[src/hw/rtl/assert_macros.svh]
// assertion macros shared by the rtl files
`ifndef ASSERT_MACROS_SVH
`define ASSERT_MACROS_SVH

// same-cycle implication, disabled while reset is low
`define ASSERT_IMPLIES(label, clk, rst_n, ante, cons) \
    label: assert property (@(posedge clk) disable iff (!rst_n) (ante) |-> (cons)) \
        else $error("implication check failed");

// next-cycle implication, disabled while reset is low
`define ASSERT_NEXT(label, clk, rst_n, ante, cons) \
    label: assert property (@(posedge clk) disable iff (!rst_n) (ante) |=> (cons)) \
        else $error("next-cycle check failed");

`endif

[src/hw/rtl/psk8_pkg.sv]
// types, constants and constellation table of the 8psk slicer and error counter
package psk8_pkg;

    // one input beat
    typedef struct packed {
        logic               kind;
        logic signed [15:0] rx_i;
        logic signed [15:0] rx_q;
    } t_in_beat;

    // one result beat
    typedef struct packed {
        logic [2:0]  decided_symbol;
        logic [2:0]  reference_symbol;
        logic [1:0]  symbol_bit_errors;
        logic [31:0] total_bit_errors;
        logic [31:0] total_bits;
    } t_out_beat;

    // classified item handed from front to back
    typedef struct packed {
        logic               restart;
        logic [2:0]         ref_symbol;
        logic signed [15:0] rx_i;
        logic signed [15:0] rx_q;
    } t_task;

    localparam int PRBS_WIDTH      = 31;
    localparam logic [PRBS_WIDTH-1:0] PRBS_RESET = 31'h2AAA_AAAA;
    localparam int QUEUE_DEPTH     = 4;
    localparam int QUEUE_PTR_W     = $clog2(QUEUE_DEPTH);
    localparam int BITS_PER_SYMBOL = 3;
    localparam int NUM_POINTS      = 8;

    // input kind codes
    localparam logic KIND_SAMPLE  = 1'b0;
    localparam logic KIND_RESTART = 1'b1;

    // coordinate codes of the constellation table
    typedef logic signed [2:0] t_code;
    localparam t_code CODE_POS_ONE  = 3'sd2;
    localparam t_code CODE_POS_DIAG = 3'sd1;
    localparam t_code CODE_ZERO     = 3'sd0;
    localparam t_code CODE_NEG_DIAG = -3'sd1;
    localparam t_code CODE_NEG_ONE  = -3'sd2;

    // gray-coded point order
    localparam t_code PT_I [NUM_POINTS] = '{
        CODE_POS_ONE, CODE_POS_DIAG, CODE_NEG_DIAG, CODE_ZERO,
        CODE_POS_DIAG, CODE_ZERO, CODE_NEG_ONE, CODE_NEG_DIAG
    };
    localparam t_code PT_Q [NUM_POINTS] = '{
        CODE_ZERO, CODE_POS_DIAG, CODE_POS_DIAG, CODE_POS_ONE,
        CODE_NEG_DIAG, CODE_NEG_ONE, CODE_ZERO, CODE_NEG_DIAG
    };

endpackage

[src/hw/rtl/psk8_queue.sv]
// short register queue between front and back
module psk8_queue (
    input  logic            i_clk,
    input  logic            i_rst_n,
    input  logic            i_push,
    input  psk8_pkg::t_task i_task,
    output logic            o_full,
    input  logic            i_pop,
    output psk8_pkg::t_task o_task,
    output logic            o_empty
);

    psk8_pkg::t_task                   r_mem [psk8_pkg::QUEUE_DEPTH];
    logic [psk8_pkg::QUEUE_PTR_W-1:0]  r_wr_ptr;
    logic [psk8_pkg::QUEUE_PTR_W-1:0]  r_rd_ptr;
    logic [psk8_pkg::QUEUE_PTR_W:0]    r_count;
    logic                              w_wr;
    logic                              w_rd;

    assign o_full  = (r_count == (psk8_pkg::QUEUE_PTR_W+1)'(psk8_pkg::QUEUE_DEPTH));
    assign o_empty = (r_count == '0);
    assign w_wr    = i_push && !o_full;
    assign w_rd    = i_pop && !o_empty;
    assign o_task  = r_mem[r_rd_ptr];

    // storage
    always_ff @(posedge i_clk) begin
        if (w_wr) begin
            r_mem[r_wr_ptr] <= i_task;
        end
    end

    // pointers and fill level
    always_ff @(posedge i_clk) begin
        if (!i_rst_n) begin
            r_wr_ptr <= '0;
            r_rd_ptr <= '0;
            r_count  <= '0;
        end else begin
            if (w_wr) begin
                r_wr_ptr <= r_wr_ptr + 1'b1;
            end
            if (w_rd) begin
                r_rd_ptr <= r_rd_ptr + 1'b1;
            end
            case ({w_wr, w_rd})
                2'b10:   r_count <= r_count + 1'b1;
                2'b01:   r_count <= r_count - 1'b1;
                default: r_count <= r_count;
            endcase
        end
    end

endmodule

[config.mk]
export PLATFORM = sky130hd
export DESIGN_NAME = psk8_queue
export DESIGN_NICKNAME = d
export VERILOG_FILES = /design/src/hw/rtl/assert_macros.svh /design/src/hw/rtl/psk8_pkg.sv /design/src/hw/rtl/psk8_queue.sv
export SDC_FILE = /design/constraint.sdc
export NUM_CORES = 1
export LEC_CHECK = 0
export BUFFER_PORTS_ARGS = -buffer_cell sky130_fd_sc_hd__buf_2
export CORE_MARGIN = 2
export CORE_UTILIZATION = 45
export DETAILED_ROUTE_END_ITERATION = 7
export GPL_ROUTABILITY_DRIVEN = 1
export PLACE_DENSITY = 0.67
export SYNTH_ARGS = -nofsm -noshare
export SYNTH_HDL_FRONTEND = slang
export SYNTH_SLANG_ARGS = --single-unit
[constraint.sdc]
create_clock -name i_clk -period 2.75 [get_ports i_clk]
set_clock_uncertainty 0.15 [all_clocks]
set_input_delay 0.55 -clock i_clk [delete_from_list [all_inputs] [get_ports i_clk]]
set_output_delay 0.55 -clock i_clk [all_outputs]
set_load 0.05 [all_outputs]
== Yosys cells after proc, flatten, opt, wreduce, memory -nomap -nowiden ==
Memories as Yosys holds them, arrays and structs flattened. A register that Yosys moved wholly into a read port is not among the register bits.
Index checks and enable logic that the tools add are counted.
Word-level totals
  flip-flop bits (word level): 7
  bits in writable memories: 144
  input port bits: 40
  output and inout port bits: 38
  word-level logic and storage cells: 22
  memories: 1
Operators by class
  $add $sub $neg: 4
  equal/unequal tests: 3
  multiplexer cells: 5
  reductions and logical operators: 6
Memory list
  r_mem: words 4, width 36, rd ports 1, clocked after Yosys merged registers in 1, write ports 1, RTL line psk8_queue.sv:13  | psk8_pkg::t_task r_mem [psk8_pkg::QUEUE_DEPTH];
Operator list (number)
  one-hot mux 3 bit (2 select lines): 1
  adder 2 x 1 -> 2 bit (second input constant): 2
  2-to-1 mux 2 bit: 2
  adder 3 x 1 -> 3 bit (second input constant): 1
  equality test 3 bit (second input constant): 1
  zero test 3 bit: 1
  subtractor 3 x 1 -> 3 bit (second input constant): 1
  equality test 2 x 1 -> 1 bit (second input constant): 1
  equality test 2 bit (second input constant): 1
  logical AND 1 bit: 2
  zero test 1 bit: 2
  2-to-1 mux 1 bit: 2
  nonzero test 2 bit: 1

== Longest topological paths before layout ==
Gate-level depths: netlist (run 1).
  depth in word-level cells: 5
  gate-level depth with buffers: 10
  gate-level depth less buffers: 9

== Least setup slack after synthesis (run 1) ==
Ideal clock, no wire load.
  path type: reg-to-reg
  from: register r_count[2] (netlist name)
  to: register r_count[2] (netlist name)
  setup time: 0.070 ns
  arrival time: 2.498 ns
  required time: 2.530 ns
  slack: 0.032 ns
  stages on the path, launching flop included: 11
  buffers on the path: 1
  clock period less this slack: 2.718 ns
  cells stage by stage: dfxtp_1 -> nor3b_2 -> nor2b_1 -> buf_2 -> inv_2 -> ha_1 -> inv_1 -> fa_1 -> xor2_1 -> or3_1 -> a21boi_1
Between the ends
  word-level cells in the longest chain between the ends: 5
  elaborated cells between the ends (all ways): 12
  those cells by class: add/sub (2); eq/ne (3); mux (1); reduce/logical (6)
RTL lines
  start, declared: RTL line psk8_queue.sv:16  | logic [psk8_pkg::QUEUE_PTR_W:0] r_count;
  start signal, assigned: RTL line psk8_queue.sv:47  | 2'b10: r_count <= r_count + 1'b1;
  start signal, assigned: RTL line psk8_queue.sv:48  | 2'b01: r_count <= r_count - 1'b1;
  start signal, assigned: RTL line psk8_queue.sv:49  | default: r_count <= r_count;
  equality test 3 bit (*): RTL line psk8_queue.sv:20  | assign o_full = (r_count == (psk8_pkg::QUEUE_PTR_W+1)'(psk8_pkg::QUEUE_DEPTH));
  via o_full: RTL line psk8_queue.sv:7  | output logic o_full,
  zero test 1 bit (*): RTL line psk8_queue.sv:22  | assign w_wr = i_push && !o_full;
  logical AND 1 bit (*): RTL line psk8_queue.sv:22
  equality test 2 x 1 -> 1 bit / equality test 2 bit (equally long branches): RTL line psk8_queue.sv:46  | case ({w_wr, w_rd})
  one-hot mux 3 bit (2 select lines) / nonzero test 2 bit (equally long branches)
Mark *: on every way through the listed nets, which the timed path passes. The rest lies on a longest branch.
A chain may end at the register's enable or synchronous reset.

==> impl_metrics.yaml, run 1 <==
routing:
  viasPerCell: 5.02
  drt_iter0_drc: 115
  drc: 0
  ant_nets: 0
  avgRoutedWirePerCell_um: 17.9
  dr.pass1.iters: 4
  totalWireLength_mm: 9.31
  vias: 2609
status:
  status: "complete, no violations"
cts:
  clockBufferDepth: 2
  cts.clk_slew.worst_paths_ps: 60
  root_buffer: "clkbuf_16"
  ctsHoldBuffers: 0
  cts_tree: "done"
  numCtsBuffers: 17
  htree_num_levels: 4
  cts_setup_buffers: 0
  clock_latency_ps: 410
  clock_sinks: 153
  ctsResizeCount: 0
yosys:
  synth_xor_area_share_pct: 0.306
  synth_cells: 242
  synth_most_common_cell: "edfxtp_1"
  ys.flop_type: "edfxtp_1"
  synth_compound_area_share_pct: 0.700
  yosys-mux-area-fraction_pct: 14.5
  yosys-top-cells-count: "edfxtp_1 (144), mux4_2 (36), dfxtp_1 (9), nand2_1 (7), and2_1 (6)"
  synth_area_per_cell_um2: 23.6
  ys_seq_area_share_pct: 78.7
  async_flop_share_pct: 0
  yosys.area_share.adder_pct: 1.44
  synth_top_family_by_area: "multiplexers"
  netlist_area_um2: 5720
  syn-num-nets: 288
  yosysWarningCount: 0
  synth-simple-area-share_pct: 2.14
  synth-edff-count: 144
  synth_area_leaders: "edfxtp_1 (76%), mux4_2 (14%), dfxtp_1 (3.1%), ha_1 (1.1%), buf_12 (1.0%)"
  yosysTopAreaCell: "edfxtp_1"
  synth_top_area_share_pct: 75.6
  ys_ff_latch: 153
  ys_types: 24
timing:
  hold_viol_final: 0
  worst_pin_slew_ps: 469
  period_share_pct: 93.3
  setup_tns_ps: 0
  max_freq_mhz: 390
  timing.hold.ws_ps: 202
  period_minus_slack_ps: 2560
  rsz0062_at_grt: "no"
  slew_headroom_pct: 68.7
  setup_viol: 0
  timing.final.max_slew_violations: 0
setup_path:
  worst_setup_path_start_kind: "flop"
  worstSetupPathType: "reg -> out"
  path_max_fanout: 36
  path_buf_inv: 2
  cp.arrival_ps: 1860
  crit_chain: "buf_12 -> mux4_2 -> buf_2"
  critPathCaptureType: "primary output"
  critical_path_cell_count: 3
  r2r_setup_slack_ps: 530
  slowest_delay_ps: 580
  path_delay_family: "multiplexers"
  r2r-end: "r_count[2]$_SDFFE_PN0P_"
  rr_startpoint: "r_count[2]$_SDFFE_PN0P_"
  slowest_stage: "mux4_2"
  r2r_cells: 9
  required_ps: 2050
finish:
  seq_area_um2: 4510
  post-route-util_pct: 55.5
  multi_input_area_um2: 1100
  area_growth_pct: 21.4
  fillerInstances: 1006
  fin_cells: 520
  drive_gt1_share_pct: 43.8
  nNetsFinal: 380
global_route:
  antenna_found_initial: 1
  grt_overflow: 0
  grtUsageTotal_pct: 14.9
  grt_pass1_vias: 2723
  grt_pass1_wl_mm: 14.3
  grt_max_degree: 37
floorplanning:
  start_util_pct: 45.7
  num_io_pins: 78
  die_x_um: 117
  core_um2: 12500
  fp-row-count: 41
  die_y_um: 117
  dieArea_um2: 13600
power_and_ir_drop:
  netSwitchingFraction_pct: 31.6
  leakage_nw: 2.35
  clockPowerShare_pct: 31.8
  switching_power_mw: 2.30
  seq_power_share_pct: 39.6
  finalPower_mw: 7.29
  p_int_mw: 4.98
  combPwrFrac_pct: 28.6
  powerDensity_nw_per_um2: 1050
  worst_ir_drop_vdd_v: 0.000463
worst_hold_path:
  holdPathStages: 1
  min_path_type: "in -> reg"
  worstHoldStart: "i_task[5]"
  hold_path_end: "r_mem[2][5]$_DFFE_PP_"
run:
  cap_viol_max_count: 0
placed_design:
  gp_congestion: 0.670
  dpl.hpwl_mm: 5.31
  dp.cells: 487
  port_buffers: 77
## layout make-up
cell class	count	share of cell area [%]
inverters	6	0.324
diodes	1	0.0360
repair buffers	83	7.28
clock inverters	11	2.20
multi-input cells	73	15.8
flip-flops and latches	153	64.9
well taps	172	3.10
clock buffers	21	6.34
## state kept, by name, indices dropped and copies added (netlist names), named ones only
name	cells
r_wr_ptr	2
r_mem	144
r_rd_ptr	2
r_count	3
## power groups by stage
stage          Combinational, mW  Sequential, mW  Clock [mW]
2_1_floorplan               1.72            2.92           0
3_3_place_gp                2.11            2.92           0
3_5_place_dp                2.12            2.94           0
4_1_cts                     2.13            2.89        2.36
5_1_grt                     2.23            2.91        2.46
6_report                    2.08            2.89        2.32
## worst register-to-register path, stage by stage, from the launching register on
cell,delay (ps)
dfxtp_1,370
nor3b_2,220
nor2b_1,150
inv_2,70
ha_1,170
inv_1,60
fa_1,370
xor2_1,150
or3_1,310
a21boi_1,140
## routing by layer
metal | up-vias | wire [um] | share of wire (%) | track usage [%]
met2 | 61 | 4770 | 51 | 24.3
met1 | 1346 | 3910 | 42 | 18.1
met3 | 15 | 441 | 4.7 | 5.03
met4 | 0 | 190 | 2.0 | 7.06
li1 | 1187 | - | - | -
met5 | - | 0 | 0 | 0
## cell families (layout without fill, tap and decap cells)
kind of cell	count (synthesis)	after routing
DFF	153	153
muxes	38	38
and+or+nand+nor	20	20
buffers and inverters	16	121
AOI/OAI and AO/OA	7	7
adders and majority gates	6	6
xor gates and xnor gates	2	2
other	0	1
## worst max-delay path by stage
stage	start	end	slack [ps]
final	flop	o_task[26]	190
after global routing	flop	o_task[26]	90
after CTS	flop	o_task[26]	150
after detailed placement	i_push	r_count[2]$_SDFFE_PN0P_	410
after global placement	i_push	r_count[2]$_SDFFE_PN0P_	450
after floorplan	r_count[2]$_SDFFE_PN0P_	r_count[2]$_SDFFE_PN0P_	30
## per-stage QoR
stage | cell area (um^2) | setup slack [ps]
floorplan | 5720 | 31.9
global placement | 6350 | 453
detailed placement | 6350 | 407
CTS | 6940 | 148
global route | 6940 | 93.3
finish | 6940 | 185
## layout by cell type (no fill, tap or decap)
| master | count |
|---|---|
| nor3_2 | 1 |
| diode_2 | 1 |
| clkbuf_16 | 17 |
| fa_1 | 1 |
| nand4bb_1 | 1 |
| xor2_1 | 1 |
| clkinv_2 | 2 |
| nor3b_2 | 1 |
| bufinv_16 | 4 |
| mux2i_1 | 2 |
| a21boi_1 | 2 |
| dfxtp_2 | 2 |
| inv_1 | 5 |
| clkinvlp_4 | 1 |
| and2_1 | 2 |
| clkbuf_1 | 4 |
| xnor2_1 | 1 |
| buf_12 | 6 |
| nand2_1 | 7 |
| clkinv_1 | 4 |
| or3_1 | 2 |
| inv_2 | 1 |
| mux4_2 | 36 |
| o21ai_0 | 5 |
| nor2b_1 | 2 |
| buf_2 | 77 |
| dfxtp_1 | 7 |
| and2_2 | 4 |
| edfxtp_1 | 144 |
| ha_1 | 5 |
No activity file was read; power rests on OpenSTA's default activity.
==> inputs of run 2 (changes only) <==
- ABC_AREA: default -> 1
- clock period: 2.75 -> 3.15 ns (I/O delays scaled with it)
==> run 2 against run 1 <==
  * First-iteration DRC count is 120% higher
  * Total power down 12%
  * Die area rose by 2.5%
  * Synthesized cell count grew 73%
  * Routed wire length up 23%
  * Utilization is 0.15 points lower
==> impl_metrics.yaml, run 2 <==
yosys:
  synth_area_per_cell_um2: 14.0
  yosys.area_share.adder_pct: 1.41
  netlist_area_um2: 5870
  yosysTopAreaCell: "edfxtp_1"
  syn-num-nets: 464
  synth-simple-area-share_pct: 6.89
  synth_most_common_cell: "edfxtp_1"
  async_flop_share_pct: 0
  synth_cells: 418
  yosys-top-cells-count: "edfxtp_1 (144), nor2_1 (81), o21ai_1 (58), o22ai_1 (36)"
  ys_ff_latch: 153
  ys.flop_type: "edfxtp_1"
  synth-edff-count: 144
  synth_top_family_by_area: "compound AO/OA/AOI/OAI gates"
  synth_compound_area_share_pct: 10.6
  ys_seq_area_share_pct: 76.8
  ys_types: 21
  yosysWarningCount: 0
  yosys-mux-area-fraction_pct: 0
  synth_top_area_share_pct: 73.7
  synth_xor_area_share_pct: 0
  synth_area_leaders: "edfxtp_1 (74%), nor2_1 (5.2%), o21ai_1 (4.9%), o22ai_1 (3.8%), dfxtp_1 (3.1%)"
setup_path:
  r2r_setup_slack_ps: 1140
  worstSetupPathType: "reg -> out"
  cp.arrival_ps: 2150
  critPathCaptureType: "primary output"
  rr_startpoint: "r_count[1]$_SDFFE_PN0P_"
  path_max_fanout: 40
  worst_setup_path_start_kind: "flop"
  required_ps: 2370
cts:
  clockBufferDepth: 2
  cts.clk_slew.worst_paths_ps: 70
  cts_tree: "done"
  clock_sinks: 153
  ctsHoldBuffers: 0
  numCtsBuffers: 17
  clock_latency_ps: 420
  cts_setup_buffers: 0
  htree_num_levels: 4
  ctsResizeCount: 0
  root_buffer: "clkbuf_16"
placed_design:
  port_buffers: 77
  gp_congestion: 0.706
  dp_slack_ps: 637
  dpl.hpwl_mm: 6.73
timing:
  fin_ws_ps: 224
  max_freq_mhz: 342
  setup_tns_ps: 0
  worst_pin_slew_ps: 652
  rsz0062_at_grt: "no"
  timing.final.max_slew_violations: 0
  slew_headroom_pct: 56.4
  period_share_pct: 92.9
  period_minus_slack_ps: 2930
  setup_viol: 0
  timing.hold.ws_ps: 271
  hold_viol_final: 0
global_route:
  grtUsageTotal_pct: 17.5
  grt_pass1_vias: 3548
  grt_pass1_wl_mm: 18.6
  grt_max_degree: 73
  antenna_found_initial: 0
  grt_overflow: 0
routing:
  totalWireLength_mm: 11.4
  avgRoutedWirePerCell_um: 16.7
  dr.pass1.iters: 4
  viasPerCell: 5.20
  ant_nets: 0
  drt_iter0_drc: 254
  drc: 0
  vias: 3570
finish:
  seq_area_um2: 4510
  multi_input_area_um2: 1140
  diodes: 0
  largest_reg_flops: 144
  top_register: "r_mem"
  fillerInstances: 1039
  drive_gt1_share_pct: 25.5
  final_common_cell: "edfxtp_1"
  layout_common_cells: "edfxtp_1 (144), nor2_1 (77), buf_2 (77)"
  nNetsFinal: 547
  post-route-util_pct: 55.3
  area_growth_pct: 19.5
  largestRegisters: "r_mem (144), r_count (3)"
power_and_ir_drop:
  leakage_nw: 2.51
  powerDensity_nw_per_um2: 918
  worst_ir_drop_vdd_v: 0.000483
floorplanning:
  start_util_pct: 46.3
  dieArea_um2: 14000
  fp-row-count: 41
  num_io_pins: 78
  die_y_um: 118
  die_x_um: 118
  core_um2: 12700
worst_hold_path:
  min_path_type: "in -> reg"
  worstHoldStart: "i_task[20]"
status:
  status: "complete, no violations"
run:
  cap_viol_max_count: 0
## run 2: cell types whose count changed after synthesis, moves of 11 or more
cell	delta
inv_1	+11
mux4_2	-36
nor2_1	+81
o21ai_0	+11
o21ai_1	+58
o22ai_1	+36
## run 2: worst paths after layout
check                                   to  cells after the start
hold reg to reg   r_wr_ptr[1]$_SDFFE_PN0P_                      2
hold / removal      r_mem[0][20]$_DFFE_PP_                      1
setup / recovery                o_task[23]                      4
setup reg to reg   r_count[2]$_SDFFE_PN0P_                     12
## run 2: cell type report
type                       count  area share, %
clock buffer                  17           6.07
clock inverter                15           2.20
inverter                      20           1.18
multi-input combinational    223           16.2
sequential                   153           64.3
tap                          172           3.07
timing repair buffer          86           7.00
## run 2: where the power goes
group	internal, mW	total (mW)	switching [mW]
combinational	0.439	1.97	1.53
sequential	2.42	2.50	0.0788
clock	1.12	1.97	0.854
total	3.98	6.43	2.46
## run 2: routing by layer
layer	part of all wire (%)	GRT usage, %	vias to the layer above
met5	0	0	-
met4	1.6	6.78	0
met3	4.2	4.58	16
met2	48	27.5	84
met1	46	23.4	1752
li1	-	-	1718
## run 2: per-stage QoR
step	cell area [um^2]	total power, mW	cells
final	7010	6.43	686
after floorplan	5870	4.09	418
after detailed placement	6430	4.53	654
after global routing	7010	6.72	686
after global placement	6430	4.49	654
after CTS	7010	6.50	686
## run 2: cell families after synthesis
group,count (synthesis)
AOI/OAI and AO/OA,115
buffers and inverters,42
DFF,153
adders and majority gates,6
and+or+nand+nor,102
## run 2: worst max-delay path, stage by stage, from the launching register on
cell	delay [ps]
dfxtp_2	510
buf_4	430
o21ai_0	180
o22ai_1	280
buf_2	320
