--- config.mk ---
export PLATFORM = sky130hd
export DESIGN_NAME = psk8_front
export DESIGN_NICKNAME = d
export VERILOG_FILES = /design/src/hw/rtl/assert_macros.svh /design/src/hw/rtl/psk8_pkg.sv /design/src/hw/rtl/psk8_front.sv
export SDC_FILE = /design/constraint.sdc
export NUM_CORES = 1
export LEC_CHECK = 0
export BUFFER_PORTS_ARGS = -buffer_cell sky130_fd_sc_hd__buf_2
export CAP_MARGIN = 5
export CORE_ASPECT_RATIO = 1.1
export CORE_UTILIZATION = 50
export DETAILED_ROUTE_END_ITERATION = 10
export PLACE_DENSITY = 0.81
export SLEW_MARGIN = 10
export SYNTH_ARGS = -nofsm -noshare
export SYNTH_HDL_FRONTEND = slang
export SYNTH_SLANG_ARGS = --single-unit
export TNS_END_PERCENT = 50
--- constraint.sdc ---
create_clock -name i_clk -period 1.5 [get_ports i_clk]
set_input_delay 0.075 -clock i_clk [delete_from_list [all_inputs] [get_ports i_clk]]
set_output_delay 0.075 -clock i_clk [all_outputs]
set_load 0.005 [all_outputs]
--- src/hw/rtl/assert_macros.svh ---
// assertion macros shared by the rtl files
`ifndef ASSERT_MACROS_SVH
`define ASSERT_MACROS_SVH

// same-cycle implication, disabled while reset is low
`define ASSERT_IMPLIES(label, clk, rst_n, ante, cons) \
    label: assert property (@(posedge clk) disable iff (!rst_n) (ante) |-> (cons)) \
        else $error("implication check failed");

// next-cycle implication, disabled while reset is low
`define ASSERT_NEXT(label, clk, rst_n, ante, cons) \
    label: assert property (@(posedge clk) disable iff (!rst_n) (ante) |=> (cons)) \
        else $error("next-cycle check failed");

`endif

--- src/hw/rtl/psk8_pkg.sv ---
// types, constants and constellation table of the 8psk slicer and error counter
package psk8_pkg;

    // one input beat
    typedef struct packed {
        logic               kind;
        logic signed [15:0] rx_i;
        logic signed [15:0] rx_q;
    } t_in_beat;

    // one result beat
    typedef struct packed {
        logic [2:0]  decided_symbol;
        logic [2:0]  reference_symbol;
        logic [1:0]  symbol_bit_errors;
        logic [31:0] total_bit_errors;
        logic [31:0] total_bits;
    } t_out_beat;

    // classified item handed from front to back
    typedef struct packed {
        logic               restart;
        logic [2:0]         ref_symbol;
        logic signed [15:0] rx_i;
        logic signed [15:0] rx_q;
    } t_task;

    localparam int PRBS_WIDTH      = 31;
    localparam logic [PRBS_WIDTH-1:0] PRBS_RESET = 31'h2AAA_AAAA;
    localparam int QUEUE_DEPTH     = 4;
    localparam int QUEUE_PTR_W     = $clog2(QUEUE_DEPTH);
    localparam int BITS_PER_SYMBOL = 3;
    localparam int NUM_POINTS      = 8;

    // input kind codes
    localparam logic KIND_SAMPLE  = 1'b0;
    localparam logic KIND_RESTART = 1'b1;

    // coordinate codes of the constellation table
    typedef logic signed [2:0] t_code;
    localparam t_code CODE_POS_ONE  = 3'sd2;
    localparam t_code CODE_POS_DIAG = 3'sd1;
    localparam t_code CODE_ZERO     = 3'sd0;
    localparam t_code CODE_NEG_DIAG = -3'sd1;
    localparam t_code CODE_NEG_ONE  = -3'sd2;

    // gray-coded point order
    localparam t_code PT_I [NUM_POINTS] = '{
        CODE_POS_ONE, CODE_POS_DIAG, CODE_NEG_DIAG, CODE_ZERO,
        CODE_POS_DIAG, CODE_ZERO, CODE_NEG_ONE, CODE_NEG_DIAG
    };
    localparam t_code PT_Q [NUM_POINTS] = '{
        CODE_ZERO, CODE_POS_DIAG, CODE_POS_DIAG, CODE_POS_ONE,
        CODE_NEG_DIAG, CODE_NEG_ONE, CODE_ZERO, CODE_NEG_DIAG
    };

endpackage

--- src/hw/rtl/psk8_front.sv ---
// front end: seed register, prbs reference generation, item classification
module psk8_front (
    input  logic                                i_clk,
    input  logic                                i_rst_n,
    input  logic                                i_cfg_valid,
    output logic                                o_cfg_ready,
    input  logic [psk8_pkg::PRBS_WIDTH-1:0]     i_cfg_data,
    input  logic                                i_push,
    input  psk8_pkg::t_in_beat                  i_data,
    input  logic                                i_q_full,
    output logic                                o_q_push,
    output psk8_pkg::t_task                     o_task
);

    logic [psk8_pkg::PRBS_WIDTH-1:0] r_seed;
    logic [psk8_pkg::PRBS_WIDTH-1:0] r_prbs;
    logic [psk8_pkg::PRBS_WIDTH-1:0] n_prbs;
    logic [2:0]                      w_ref;
    logic                            w_accept;
    logic                            w_restart;

    // three shifts, first bit out lands in the msb
    function automatic logic [psk8_pkg::PRBS_WIDTH+2:0] prbs_step3(
        input logic [psk8_pkg::PRBS_WIDTH-1:0] st
    );
        logic [psk8_pkg::PRBS_WIDTH-1:0] s;
        logic [2:0]                      o;
        s = st;
        o = '0;
        for (int k = 0; k < 3; k++) begin
            o[2-k] = s[30];
            s      = {s[29:0], s[30] ^ s[2]};
        end
        return {o, s};
    endfunction

    assign o_cfg_ready = 1'b1;
    assign w_accept    = i_push && !i_q_full;
    assign w_restart   = (i_data.kind == psk8_pkg::KIND_RESTART);
    assign {w_ref, n_prbs} = prbs_step3(r_prbs);

    // classified item into the queue
    assign o_q_push          = w_accept;
    assign o_task.restart    = w_restart;
    assign o_task.ref_symbol = w_restart ? 3'd0 : w_ref;
    assign o_task.rx_i       = i_data.rx_i;
    assign o_task.rx_q       = i_data.rx_q;

    // seed and prbs state
    always_ff @(posedge i_clk) begin
        if (!i_rst_n) begin
            r_seed <= psk8_pkg::PRBS_RESET;
            r_prbs <= psk8_pkg::PRBS_RESET;
        end else begin
            if (i_cfg_valid) begin
                r_seed <= i_cfg_data;
            end
            if (w_accept) begin
                r_prbs <= w_restart ? r_seed : n_prbs;
            end
        end
    end

endmodule

======== Yosys cells after proc, flatten, opt, wreduce, memory -nomap -nowiden ========
Index checks and enable logic that the tools add are counted.
word-level totals
  bits in registers ....................... 62
  input port bits ......................... 69
  output and inout bits ................... 38
  word-level logic and storage cells ...... 9
operators by class
  mux-type cells .......................... 2
  bitwise gates (word level) .............. 3
  reduce and logical (&&, ||, !) cells .... 2
operators with widths
  cell               number
  31-bit 2-to-1 mux  1
  3-bit 2-to-1 mux   1
  1-bit XOR          3
  1-bit logical AND  1
  1-bit zero test    1

======== Longest topological paths before layout ========
Gate-level depths: netlist of run 1.
  depth in word-level cells ............... 2
  mapped depth ............................ 5
  gate-level depth less buffers ........... 4

======== Least setup slack after synthesis of run 1 ========
OpenSTA, ideal clock, no wires.
  path kind ............................... register to register
  start point ............................. register r_prbs[29] in the netlist's numbering
  end point ............................... register r_prbs[1] in the netlist's numbering
  setup time .............................. 0.119 ns
  arrival time ............................ 0.695 ns
  required time ........................... 1.381 ns
  setup slack ............................. 0.686 ns
  cell stages (with the launch flop) ...... 4
  buffers on the path ..................... 0
  period minus slack after synthesis ...... 0.814 ns
  cell sequence ........................... dfxtp_1 > nor2b_1 > a21oi_1 > a2bb2oi_1
on the way
  longest elaborated chain between the ends .. 2
ends and longest elaborated chain
  what                    RTL line          source
  start, declared         psk8_front.sv:16  logic [psk8_pkg::PRBS_WIDTH-1:0] r_prbs;
  start signal, assigned  psk8_front.sv:53  r_prbs <= psk8_pkg::PRBS_RESET;
  start signal, assigned  psk8_front.sv:59  r_prbs <= w_restart ? r_seed : n_prbs;
  1-bit XOR               psk8_front.sv:32  s = {s[29:0], s[30] ^ s[2]};
  31-bit 2-to-1 mux       psk8_front.sv:59
Every way passes these cells.
A chain may end at the register's enable or synchronous reset.

==> results of run 1 <==
[cells in the final DEF (no fill, tap or decap)]
master / n
a21oi_1: 1
a22oi_1: 2
a2bb2oi_1: 1
buf_12: 2
buf_2: 41
buf_4: 4
bufinv_16: 1
clkbuf_8: 9
clkinv_2: 3
clkinvlp_4: 1
conb_1: 1
dfxtp_1: 62
dlygate4sd3_1: 25
inv_1: 2
inv_2: 1
inv_6: 1
mux2i_1: 59
nand2_1: 46
nand2b_4: 1
nor2_1: 4
nor2b_1: 21
o211a_1: 14
o211ai_1: 14
o21ai_0: 1
o22ai_1: 2
[worst max-delay path, cell delays in order, from the launching register on]
cell	delay, ns
dfxtp_1	0.35
nor2b_1	0.20
buf_2	0.14
[metal layers]
layer | up-vias | track usage, %
li1 | 997 | -
met1 | 893 | 22.77
met2 | 47 | 29.45
met3 | 17 | 4.294
met4 | 0 | 11.51
met5 | - | 0
[flip-flops by register name, summed over array words and instances (netlist names)]
signal / flops
r_seed: 31
r_prbs: 31
[how the worst min path moves through the flow]
stage / cells past startpoint / slack, ns / to / startpoint
final: 3 / 0.006 / r_seed[30] / i_cfg_data[30]
after global routing: 3 / 0.03 / r_seed[16] / i_cfg_data[16]
after CTS: 3 / 0.0004 / r_seed[2] / i_cfg_data[2]
after detailed placement: 0 / 0.15 / o_task[14] / i_data[14]
after global placement: 0 / 0.15 / o_task[14] / i_data[14]
after floorplan: 2 / 0.20 / r_seed[11] / i_cfg_data[11]
[report_power, final]
group          switching (mW)  internal, mW
Sequential             0.0600          1.75
Combinational           0.197         0.244
Clock                   0.633         0.753
Total                   0.890          2.75
[timing repair]
action                                  in CTS  in global routing
hold endpoints to repair                    25                  0
endpoints found under the setup margin       0                  0
hold buffers                                25                  0
[final cells by class]
| class | count | area share (%) |
|---|---|---|
| well taps | 75 | 2.865 |
| repair buffers | 72 | 16.04 |
| inverters | 3 | 0.3438 |
| flip-flops and latches | 62 | 37.89 |
| multi-input cells | 167 | 37.20 |
| clock inverters | 6 | 1.872 |
| clock buffers | 9 | 3.782 |
[cells in the mapped netlist]
master | instances | area [um2]
inv_1 | 2 | 7.510
conb_1 | 1 | 3.750
buf_4 | 39 | 292.8
a2bb2oi_1 | 1 | 8.760
nor2b_1 | 21 | 131.4
a22oi_1 | 2 | 15.01
a21oi_1 | 1 | 5.000
buf_6 | 2 | 22.52
clkbuf_1 | 8 | 30.03
nand2b_4 | 1 | 13.76
inv_2 | 1 | 3.750
o211ai_1 | 14 | 105.1
mux2i_1 | 59 | 590.6
o21ai_0 | 1 | 5.000
o22ai_1 | 2 | 12.51
nand2_1 | 46 | 172.7
nor2_1 | 4 | 15.01
o211a_1 | 14 | 140.1
dfxtp_1 | 62 | 1241
buf_12 | 2 | 40.04
buf_2 | 4 | 20.02
[cell families after synthesis]
| group | Yosys count |
|---|---|
| other cells | 1 |
| mux | 59 |
| flops | 62 |
| compound gates | 35 |
| simple gates | 72 |
| buf+inv | 58 |
==> impl_metrics.yaml, run 1 <==
run_status:
  outcome: "finished clean"
cts:
  cts_made_buffers: 9
  tritoncts: "done"
  cts-resized-gates: 0
  post_cts_buffers: 0
  clkLatencyLatePin_ns: 0.34
  clock-sinks: 62
  cts-root-buf: "clkbuf_8"
  clk_pin_slew_worst_paths_ns: 0.07
  htreeDepth: 3
  clock_path_buffers: 2
power_and_ir_drop:
  power_density_mw_per_mm2: 1111
  peakVddDrop_mv: 0.7631
  total_power_mw: 3.640
  p_leak_nw: 1.643
global_route:
  grt_max_degree: 39
  grt_overflow_total: 0
  grt_pass1_vias: 1890
  grt_pass1_wl_mm: 8.383
  track_usage_pct: 18.60
  antenna_found_initial: 0
setup_path:
  crit_type: "flip-flop to primary output"
  r2r_start: "r_prbs[28]"
  r2r_end: "r_prbs[0]"
  reg2reg_slack_ns: 0.62
  worstSetupEndpoint: "o_task[33]"
  crit_fanout: 3
  reg2regPathDepth: 3
  critPathLaunch: "r_prbs[29]"
  cp-start-kind: "flip-flop"
  crit_path_end_kind: "primary output"
  arrival_ns: 1.03
  cp.required_ns: 1.42
yosys:
  synthCells: 287
  synthAdderAreaFrac_pct: 0
  syn_area_mm2: 0.002877
  ys_types: 21
  synthMuxAreaShare_pct: 20.53
  ys_seq_elements: 62
  synth-compound-area-share_pct: 10.13
  synth_xor_area_share_pct: 0
  syn_nets: 356
  ys_seq_area_share_pct: 43.15
  synth-simple-area-share_pct: 11.57
  avgSynthCellArea_um2: 10.02
  ys.warnings.count: 0
  synth_top_family_by_area: "multiplexers"
routing:
  antenna_left: 0
  vias: 1954
  m1WireLength_mm: 2.465
  wl_met3_um: 214
  routed_wirelength_mm: 5.143
  dr.max_layer_used: "met4"
  drt_pass1_iterations: 4
  drc: 0
  drt_first_iter_violations: 100
  wl_per_cell_um: 13.05
  viasPerCell: 4.959
  met2_wirelength_mm: 2.341
final_layout:
  n_antenna_cell: 0
  multi_input_area_mm2: 0.001219
  areaGrowthSynthToFinish_pct: 13.88
  utilization_pct: 59.94
  regArea_mm2: 0.001241
  fillers: 467
  fin_area_mm2: 0.003276
  fin_cells: 394
  drive_above_1_share_pct: 20.06
  nNetsFinal: 384
place:
  dp_hpwl_mm: 3.328
  gp_congestion: 0.7103
  io_buffers: 41
  placed_area_mm2: 0.002840
  post-place-ws_ns: 0.3890
  dp_cells: 354
floorplan:
  core_mm2: 0.005465
  die_h_um: 81.55
  ios: 107
  num_rows: 28
  start_util_pct: 52.63
  die_area_mm2: 0.006061
  die_w_um: 74.32
worst_hold_path:
  hp-class: "input pin to flip-flop"
sta:
  timing.final.crit_share_pct: 73.55
  setup_tns_ns: 0
  hold_violations: 0
  setup_viol: 0
  final-max-slew-violation-count: 0
  period_needed_ns: 1.103
  setup_ws_ns: 0.3968
  clock_skew_ns: 0.006485
  holdWs_ns: 0.006440
  clock.fmax_mhz: 906.4
  rsz0062_at_grt: "false"
job:
  max_cap_violations: 0
No activity file was read; power rests on OpenSTA's default activity.
==> inputs of run 2 (changes only) <==
--- a/config.mk
+++ b/config.mk
@@ -8,9 +8,9 @@
 export BUFFER_PORTS_ARGS = -buffer_cell sky130_fd_sc_hd__buf_2
 export CAP_MARGIN = 5
 export CORE_ASPECT_RATIO = 1.1
-export CORE_UTILIZATION = 50
+export CORE_UTILIZATION = 44
 export DETAILED_ROUTE_END_ITERATION = 10
-export PLACE_DENSITY = 0.81
+export PLACE_DENSITY = 0.75
 export SLEW_MARGIN = 10
 export SYNTH_ARGS = -nofsm -noshare
 export SYNTH_HDL_FRONTEND = slang
==> constraint.sdc (replaced) <==
create_clock -name i_clk -period 0.9 [get_ports i_clk]
set_input_delay 0.045 -clock i_clk [delete_from_list [all_inputs] [get_ports i_clk]]
set_output_delay 0.045 -clock i_clk [all_outputs]
set_load 0.005 [all_outputs]
==> run 2 against run 1 <==
  * The flow now finishes with violations (setup timing)
  * Clock power increased by 89%
  * Combinational power grew 90%
  * Global-route usage down 1.5 points
  * Clock skew increased by 0.0036 ns
  * Total power rose by 78%
  * Cell count grew 5.3%
  * Sequential power up 67%
  * Register-to-register slack got worse by 0.59 ns
  * Worst setup slack got worse by 0.46 ns
  * Critical endpoint is now o_task[32]
  * Highest routed layer unchanged
==> impl_metrics.yaml, run 2 (synthesis gave the netlist of run 1 again) <==
sta:
  holdWs_ns: 0.03266
  clock_skew_ns: 0.01008
  hold_violations: 0
  final-max-slew-violation-count: 0
  setup_ws_ns: -0.06647
  period_needed_ns: 0.9665
  timing.final.crit_share_pct: 107.4
  rsz0062_at_grt: "true"
  setup_tns_ns: -0.1817
  setup_viol: 3
  clock.fmax_mhz: 1035
routing:
  vias: 2021
  drt_pass1_iterations: 4
  antenna_left: 0
  drc: 0
  viasPerCell: 4.870
  wl_per_cell_um: 13.37
  drt_first_iter_violations: 95
  routed_wirelength_mm: 5.547
power_and_ir_drop:
  swShare_pct: 22.41
  p_leak_nw: 1.762
  seq_power_share_pct: 46.6
  power_density_mw_per_mm2: 1845
  p_switching_mw: 1.455
  internal-power_mw: 5.038
  p_clk_share_pct: 40.5
  comb_power_share_pct: 12.9
  peakVddDrop_mv: 1.299
  total_power_mw: 6.494
job:
  max_cap_violations: 0
final_layout:
  reg_top3: "r_prbs: 31 flops, r_seed: 31 flops"
  drive_above_1_share_pct: 23.58
  fin_cells: 415
  areaGrowthSynthToFinish_pct: 22.36
  nNetsFinal: 399
  utilization_pct: 56.49
  final_cell_mix: "mux2i_1, dfxtp_1, nand2_1, buf_2, dlygate4sd3_1"
  n_antenna_cell: 0
  fin_area_mm2: 0.003520
floorplan:
  die_w_um: 79.09
  start_util_pct: 46.16
  die_area_mm2: 0.006865
  ios: 107
  core_mm2: 0.006231
  num_rows: 30
  die_h_um: 86.80
cts:
  clkLatencyLatePin_ns: 0.34
  tritoncts: "done"
  clock_path_buffers: 2
  htreeDepth: 3
  clock-sinks: 62
  cts_made_buffers: 9
  clk_pin_slew_worst_paths_ns: 0.06
  cts-root-buf: "clkbuf_8"
global_route:
  antenna_found_initial: 0
  grt_pass1_wl_mm: 8.935
  grt_overflow_total: 0
  grt_max_degree: 31
  grt_pass1_vias: 1983
  track_usage_pct: 17.11
setup_path:
  crit_path_end_kind: "primary output"
  crit_buf_inv: 1
  reg2reg_slack_ns: 0.03
  crit_fanout: 2
  critPathTopFamily: "flip-flops"
  cp.required_ns: 0.85
  worstSetupEndpoint: "o_task[32]"
  cp-start-kind: "flip-flop"
  worstSetupPathDepth: 2
  arrival_ns: 0.92
  reg2regPathDepth: 3
  r2r_end: "r_prbs[1]"
  max_stage_delay_ns: 0.33
  r2r_start: "r_prbs[29]"
  cp_cell_sequence: "nor2b_4, buf_2"
  crit_type: "flip-flop to primary output"
  critPathLaunch: "r_prbs[28]"
  slowest_stage: "dfxtp_2"
place:
  dp_cells: 367
  io_buffers: 41
  post-place-ws_ns: 0.004598
  placed_area_mm2: 0.002957
  gp_congestion: 0.7260
  dp_hpwl_mm: 3.653
run_status:
  outcome: "complete, but fails checks"
  violations: "setup timing"
worst_hold_path:
  hp-class: "input pin to flip-flop"
-- run 2: cell count changes in the layout (fill, tap and decap cells not counted), moves of 2 or more --
cell,before,now
buf_12,2,6
clkbuf_1,0,2
nor2b_4,0,3
dlygate4sd3_1,25,30
buf_4,4,10
nor2b_1,21,18
dfxtp_2,0,3
dfxtp_1,62,59
-- run 2: final cells by class --
cell class,instances,area (um2)
multi-input cells,167,1241
flip-flops and latches,62,1245
clock inverters,4,70.07
fillers,562,2711
clock buffers,12,145.1
repair buffers,87,706.9
inverters,3,11.26
well taps,80,100.1
-- run 2: power groups by stage --
stage	combinational (mW)	sequential (mW)	clock (mW)
6_report	0.837	3.03	2.63
5_1_grt	0.921	3.04	2.83
4_1_cts	0.847	3.03	2.71
3_5_place_dp	0.712	3.09	0
3_3_place_gp	0.690	3.08	0
2_1_floorplan	0.637	3.05	0
-- run 2: what timing repair did --
action                                 in CTS  in global routing
buffers inserted                            3                  0
gates resized for setup                    10                  0
gates cloned                                0                  0
hold buffers                               30                  0
setup endpoints to repair                   3                  4
endpoints found under the hold margin      30                  0
pin swaps                                   0                  0
-- run 2: worst min-delay path by stage --
stage / slack [ns] / cells after the start / end / from
global route: 0.02 / 2 / r_prbs[27] / i_rst_n
global placement: 0.09 / 0 / o_task[16] / i_data[16]
CTS: 0.02 / 2 / r_prbs[29] / i_rst_n
finish: 0.03 / 2 / r_prbs[27] / i_rst_n
detailed placement: 0.09 / 0 / o_task[16] / i_data[16]
floorplan: 0.17 / 1 / o_task[0] / i_data[0]
-- run 2: per-layer routing --
metal,up-vias,wire length [um],global-route usage (%)
met4,0,89,7.273
met5,-,0,0
met2,45,2694,28.45
li1,1024,-,-
met1,941,2492,19.77
met3,11,272,6.211
==> inputs of run 3 (changes only) <==
--- a/config.mk
+++ b/config.mk
@@ -11,6 +11,7 @@
 export CORE_UTILIZATION = 44
 export DETAILED_ROUTE_END_ITERATION = 10
 export PLACE_DENSITY = 0.75
+export RECOVER_POWER = 100
 export SLEW_MARGIN = 10
 export SYNTH_ARGS = -nofsm -noshare
 export SYNTH_HDL_FRONTEND = slang
==> run 3 against run 2 <==
  * The run still ends with setup timing left
  * Critical path depth stayed put
  * Final area stayed put
  * Combinational power hardly changed
  * Clock skew hardly changed
  * First-iteration DRC count stayed put
  * Clock-buffer cell count stayed put
  * Critical endpoint unchanged
==> impl_metrics.yaml, run 3 (synthesis gave the netlist of run 1 again) <==
setup_path:
  worstSetupPathDepth: 2
  critPathTopFamily: "flip-flops"
  crit_type: "flip-flop to primary output"
  crit_path_end_kind: "primary output"
  max_stage_delay_ns: 0.33
  crit_buf_inv: 1
  slowest_stage: "dfxtp_2"
  arrival_ns: 0.92
  crit_fanout: 2
  cp-start-kind: "flip-flop"
  reg2regPathDepth: 3
  cp.required_ns: 0.85
  cp_cell_sequence: "nor2b_4, buf_2"
  reg2reg_slack_ns: 0.03
place:
  dp_cells: 367
  post-place-ws_ns: 0.004598
  gp_congestion: 0.7260
  dp_hpwl_mm: 3.653
  io_buffers: 41
sta:
  setup_tns_ns: -0.1806
  period_needed_ns: 0.9662
  hold_violations: 0
  timing.final.crit_share_pct: 107.4
  holdWs_ns: 0.03318
  clock_skew_ns: 0.01000
  setup_ws_ns: -0.06619
  setup_viol: 3
  final-max-slew-violation-count: 0
  rsz0062_at_grt: "true"
  clock.fmax_mhz: 1035
run_status:
  outcome: "complete, but fails checks"
  violations: "setup timing"
routing:
  wl_per_cell_um: 13.33
  drt_first_iter_violations: 95
  antenna_left: 0
  drt_pass1_iterations: 4
  drc: 0
  vias: 2018
  viasPerCell: 4.863
  routed_wirelength_mm: 5.534
power_and_ir_drop:
  total_power_mw: 6.492
  peakVddDrop_mv: 1.298
  power_density_mw_per_mm2: 1844
  p_leak_nw: 1.763
floorplan:
  start_util_pct: 46.16
  die_h_um: 86.80
  die_w_um: 79.09
  num_rows: 30
  die_area_mm2: 0.006865
  core_mm2: 0.006231
  ios: 107
cts:
  clock_path_buffers: 2
  clkLatencyLatePin_ns: 0.33
  cts-root-buf: "clkbuf_8"
  clk_pin_slew_worst_paths_ns: 0.06
  tritoncts: "done"
  clock-sinks: 62
  htreeDepth: 3
  cts_made_buffers: 9
final_layout:
  fin_cells: 415
  areaGrowthSynthToFinish_pct: 22.36
  nNetsFinal: 399
  n_antenna_cell: 0
  final_cell_mix: "mux2i_1, dfxtp_1, nand2_1, buf_2, dlygate4sd3_1"
  reg_top3: "r_prbs: 31 flops, r_seed: 31 flops"
  drive_above_1_share_pct: 23.28
global_route:
  grt_pass1_wl_mm: 8.935
  grt_max_degree: 31
  track_usage_pct: 17.11
  grt_pass1_vias: 1983
  grt_overflow_total: 0
  antenna_found_initial: 0
worst_hold_path:
  hp-class: "input pin to flip-flop"
  hold_depth: 2
job:
  max_cap_violations: 0
run 3: what timing repair did:
action / CTS / global route
resized for setup: 10 / 0
buffers inserted: 3 / 0
endpoints found under the hold margin: 30 / 0
endpoints found under the setup margin: 3 / 4
hold buffers: 30 / 0
run 3: worst paths after layout:
| path | to | startpoint |
|---|---|---|
| setup / recovery | o_task[32] | r_prbs[28] |
| hold / removal | r_prbs[27] | i_rst_n |
| setup reg to reg | r_prbs[1] | r_prbs[29] |
| hold reg to reg | r_seed[29] | r_seed[29] |
run 3: layer usage:
layer,part of all wire [%],vias to the layer above,global-route usage (%)
met5,0,-,0
met4,1.2,0,7.273
met3,4.8,10,6.211
met2,49,45,28.45
met1,45,939,19.77
li1,-,1024,-
run 3: final cells by class:
class,count,area [um2]
Fill cell,562,2711
Clock buffer,12,145.1
Inverter,3,11.26
Tap cell,80,100.1
Sequential cell,62,1245
Timing Repair Buffer,87,706.9
Multi-Input combinational cell,167,1241
Clock inverter,4,70.07
run 3: per-stage QoR:
stage	instance area (um2)	utilization, %
floorplan	2877	-
global placement	2957	47.45
detailed placement	2957	47.45
CTS	3520	56.49
global route	3520	56.49
finish	3520	56.49
run 3: power breakdown:
| part | leakage (nW) | switching (mW) | total (mW) | internal, mW |
|---|---|---|---|---|
| combinational | 1.14 | 0.349 | 0.836 | 0.486 |
| clock | 0.110 | 1.00 | 2.63 | 1.63 |
| sequential | 0.513 | 0.102 | 3.03 | 2.92 |
| total | 1.76 | 1.45 | 6.49 | 5.04 |
